### src/design/dfspw_ram.sv
// Generic simple dual-port RAM: one write port, one read port with
// registered read data. No dependencies.
`default_nettype none

module dfspw_ram #(
	parameter int WIDTH = 8,
	parameter int DEPTH = 256
) (
	input  wire logic                     clk,
	input  wire logic                     we,
	input  wire logic [$clog2(DEPTH)-1:0] waddr,
	input  wire logic [WIDTH-1:0]         wdata,
	input  wire logic [$clog2(DEPTH)-1:0] raddr,
	output logic      [WIDTH-1:0]         rdata
);

	logic [WIDTH-1:0] mem [DEPTH];

	always_ff @(posedge clk) begin
		if (we) begin
			mem[waddr] <= wdata;
		end
		rdata <= mem[raddr];
	end

endmodule

`default_nettype wire

### config.mk
export PLATFORM = sky130hd
export DESIGN_NAME = dfspw_ram
export DESIGN_NICKNAME = d
export VERILOG_FILES = /design/src/design/dfspw_ram.sv
export SDC_FILE = /design/constraint.sdc
export NUM_CORES = 2
export LEC_CHECK = 0
export ABC_AREA = 1
export BUFFER_PORTS_ARGS = -buffer_cell sky130_fd_sc_hd__buf_4
export CAP_MARGIN = 20
export CORE_MARGIN = 8
export CORE_UTILIZATION = 52
export DETAILED_ROUTE_END_ITERATION = 10
export PLACE_DENSITY = 0.67
export RECOVER_POWER = 100
export SKIP_CTS_REPAIR_TIMING = 1
export SLEW_MARGIN = 20
export SYNTH_ARGS = -nofsm -noshare
export SYNTH_HDL_FRONTEND = slang
export SYNTH_SLANG_ARGS = --single-unit
### constraint.sdc
create_clock -name clk -period 1.7 [get_ports clk]
set_clock_uncertainty 0.2 [all_clocks]
set_input_delay 0.17 -clock clk [delete_from_list [all_inputs] [get_ports clk]]
set_output_delay 0.17 -clock clk [all_outputs]
set_load 0.02 [all_outputs]
After elaboration in Yosys (flattened, before gate mapping) --
Memories as Yosys holds them, arrays and structs flattened. A register that Yosys moved wholly into a read port is not among the register bits. Index checks and enable logic that the tools add are counted.
Cells by class: muxes and demuxes 2
Operators by type and width (number):
- two-way mux 1 bit | 2
Storage, ports and cells: logic and storage cells 3, register bits 0, output and inout port bits 8, input port bits 26, RAM bits 2048, memories kept 1
Memories:
- mem | words 256, width 8, read ports 1, clocked after memory_dff 1, wr ports 1, RTL line 17 | logic [WIDTH-1:0] mem [DEPTH];

Logic depth before layout (Yosys ltp) --
word-level depth 2, mapped depth 15, mapped depth without buffers 11

Least setup slack after synthesis --
Ideal clock, no wire load.
path type input -> register, from input port we, to memory mem[162][0] (enable), required time 1.130 ns, data arrival time 1.291 ns, setup time 0.370 ns, buffers on the path 2, slack -0.161 ns, stages 4, cell sequence clkbuf_1 -> nand3_1 -> clkbuf_1 -> nor2_1
Between the ends: word-level cells in the longest chain between the ends 2
Ends and longest elaborated chain:
- from (decl) | RTL line 10 | input wire logic we,
- two-way mux 1 bit | RTL line 20 | if (we) begin
- two-way mux 1 bit (not written as such) | RTL line 21 | mem[waddr] <= wdata;
- to (decl) | RTL line 17
Every way passes these cells.

==> run summary <==
run status: finished, violations left
failing checks: setup timing
Crit. End Element: flip-flop
Placer Congestion: 0.918
Routed Wire Length: 237000 microns
Slew @ Worst Pin: 1210 ps
CTS Root Cell: clkbuf_16
Net Count, Synth: 7029
Final Hold Fails: 0
num rows: 147
Slew Limit Fails: 0
# H-tree levels: 4
core area: 160000 sq um
maximum vdd drop: 0.976 mV
RSZ-0062 raised after global routing: yes
Worst Path Max Fanout: 1
DR pass1 iterations: 6
Yosys Warn Count: 0
Compound-Gate Fraction of Synth Area: 0%
synthesized cell area: 83400 sq um
CTS buffer count: 203
Synth top area share: 73.7%
Slew HR: 19.2%
Arr. time, crit path: 2270 ps
initial antenna violation count: 7
power per cell area: 1080 nW/um^2
most frequent cells in the layout: nand2_1, edfxtp_1, nand3_1, buf_4, nand3_2
synth unique cells: 14
GRT Util Overall: 26.4%
CTS clock-pin slew for the worst setup and hold paths: 60 ps
I/O pin total: 34
CTS max path bufs: 3
P&R area growth vs syn: 18.4%
DRC viols: 0
largest net degree at the start of global routing: 90
Setup WS pre-CTS: -1060 ps
Worst setup SP type: flip-flop
largest family of logic cells by synthesized area: simple AND/OR/NAND/NOR gates
Seq cells post-synth: 2056
Max Freq: 0.566 GHz
Hold WS: 13.8 ps
Routed Antenna Nets: 0
Final Power: 107 mW
Final setup viols: 224
Mapped Cells: 7003
Nets: 7532
CTS tree: yes
Avg WL per Cell: 24.3 microns
die area: 173000 sq um
FILL cells: 12100
Sink Count: 2056
crit path time final: 1770 ps
placed insts: 9377
final non-filler cell total: 9759
Synth area leader: edfxtp_1
synth top area cells: edfxtp_1, nand3_1, nand2_1
fraction of the mapped netlist area in simple logic gates: 22.9%
dpl hpwl: 149000 microns
Initial Util: 52.2%
multiplexer area fraction after synthesis: 0%
sequential share of the synthesized area: 73.9%
clk_lat worst skew: 820 ps
CP Class: reg -> reg
Die Y-Extent: 416 microns
first-pass GRT wire length: 348000 microns
PortBufs: 33
fin crit share: 104%
Avg Inst Size Synth: 11.9 sq um
PnR worst setup slack: -66.0 ps
Iteration-0 DRC Markers: 7296
GRT overflow: 0
adder-cell share of the synthesized area: 0%
Max Cap Viol: 0
vias in the first global route: 55000
Via Count: 57400
post-synthesis xor/xnor area fraction: 0%
CP required: 2200 ps
Static Leak: 35.5 nW
DIE WIDTH: 416 microns
most common cell after layout, fill and taps aside: nand2_1
via/cell ratio: 5.88
share of cells above drive strength 1: 17.8%
hold crit path type: in -> reg
critical path, stage by stage (launching register included):
cell and delay (ps):
edfxtp_1 390, nand2_1 80, nand3_1 70, nand3_1 150, nand3_2 150, nand3_4 160, nand3_1 100, nand3_1 120
nand2_2 110, nand2_1 80, nand2_1 50
sequential cells by signal (all words and copies together), names as in the netlist:
signal and flops:
mem 2048, rdata 8
per-stage QoR:
step / TNS [ps] / cell area, sq um / utilization, %
floorplan: -31170 / 83600 / -
global placement: -142260 / 91900 / 57.5
detailed placement: -178120 / 91900 / 57.5
CTS: -4460 / 98100 / 61.4
global route: -11210 / 98700 / 61.8
finish: -5680 / 98700 / 61.8
path summary, 6_finish.rpt:
check,start,to,slack [ps],cells after the start
setup / recovery,mem[192][1]$_DFFE_PP_,rdata[1]$_DFF_P_,-70,10
hold / removal,waddr[2],mem[175][2]$_DFFE_PP_,10,5
setup reg to reg,mem[192][1]$_DFFE_PP_,rdata[1]$_DFF_P_,-70,10
hold reg to reg,mem[180][4]$_DFFE_PP_,rdata[4]$_DFF_P_,790,10
synthesized netlist by cell type, drive strengths merged:
cell    instances
dfxtp           8
nor2          283
nand2        2123
edfxtp       2048
buf           371
clkbuf        112
nand3        2019
inv            39
cell type report:
class	count	area, sq um	area share [%]
antenna	2	5.00	0.00507
timing repair buffer	781	6680	6.77
clock buffer	268	5470	5.54
inverter	39	180	0.183
multi-input combinational	4425	21300	21.5
sequential	2056	61700	62.5
tap	2086	2610	2.64
clock inverter	102	810	0.820
layer usage:
metal / track usage, % / wire length [microns] / vias up
met2: 42.7 / 113000 / 3000
li1: - / - / 25900
met1: 35.9 / 90900 / 28000
met4: 11.4 / 10600 / 2
met3: 3.88 / 21900 / 520
met5: 0 / 13 / -
power breakdown:
group	switching [mW]	leakage [nW]	total [mW]	internal, mW
clock	18.6	3.08	42.8	24.2
sequential	0.106	18.5	56.0	55.9
combinational	5.44	13.9	7.83	2.39
total	24.2	35.5	107	82.4
kinds of logic after synthesis:
logic type,after synthesis
buf+inv,522
flops,2056
simple gates,4425
Note: power is estimated with default switching activity, not from simulation.
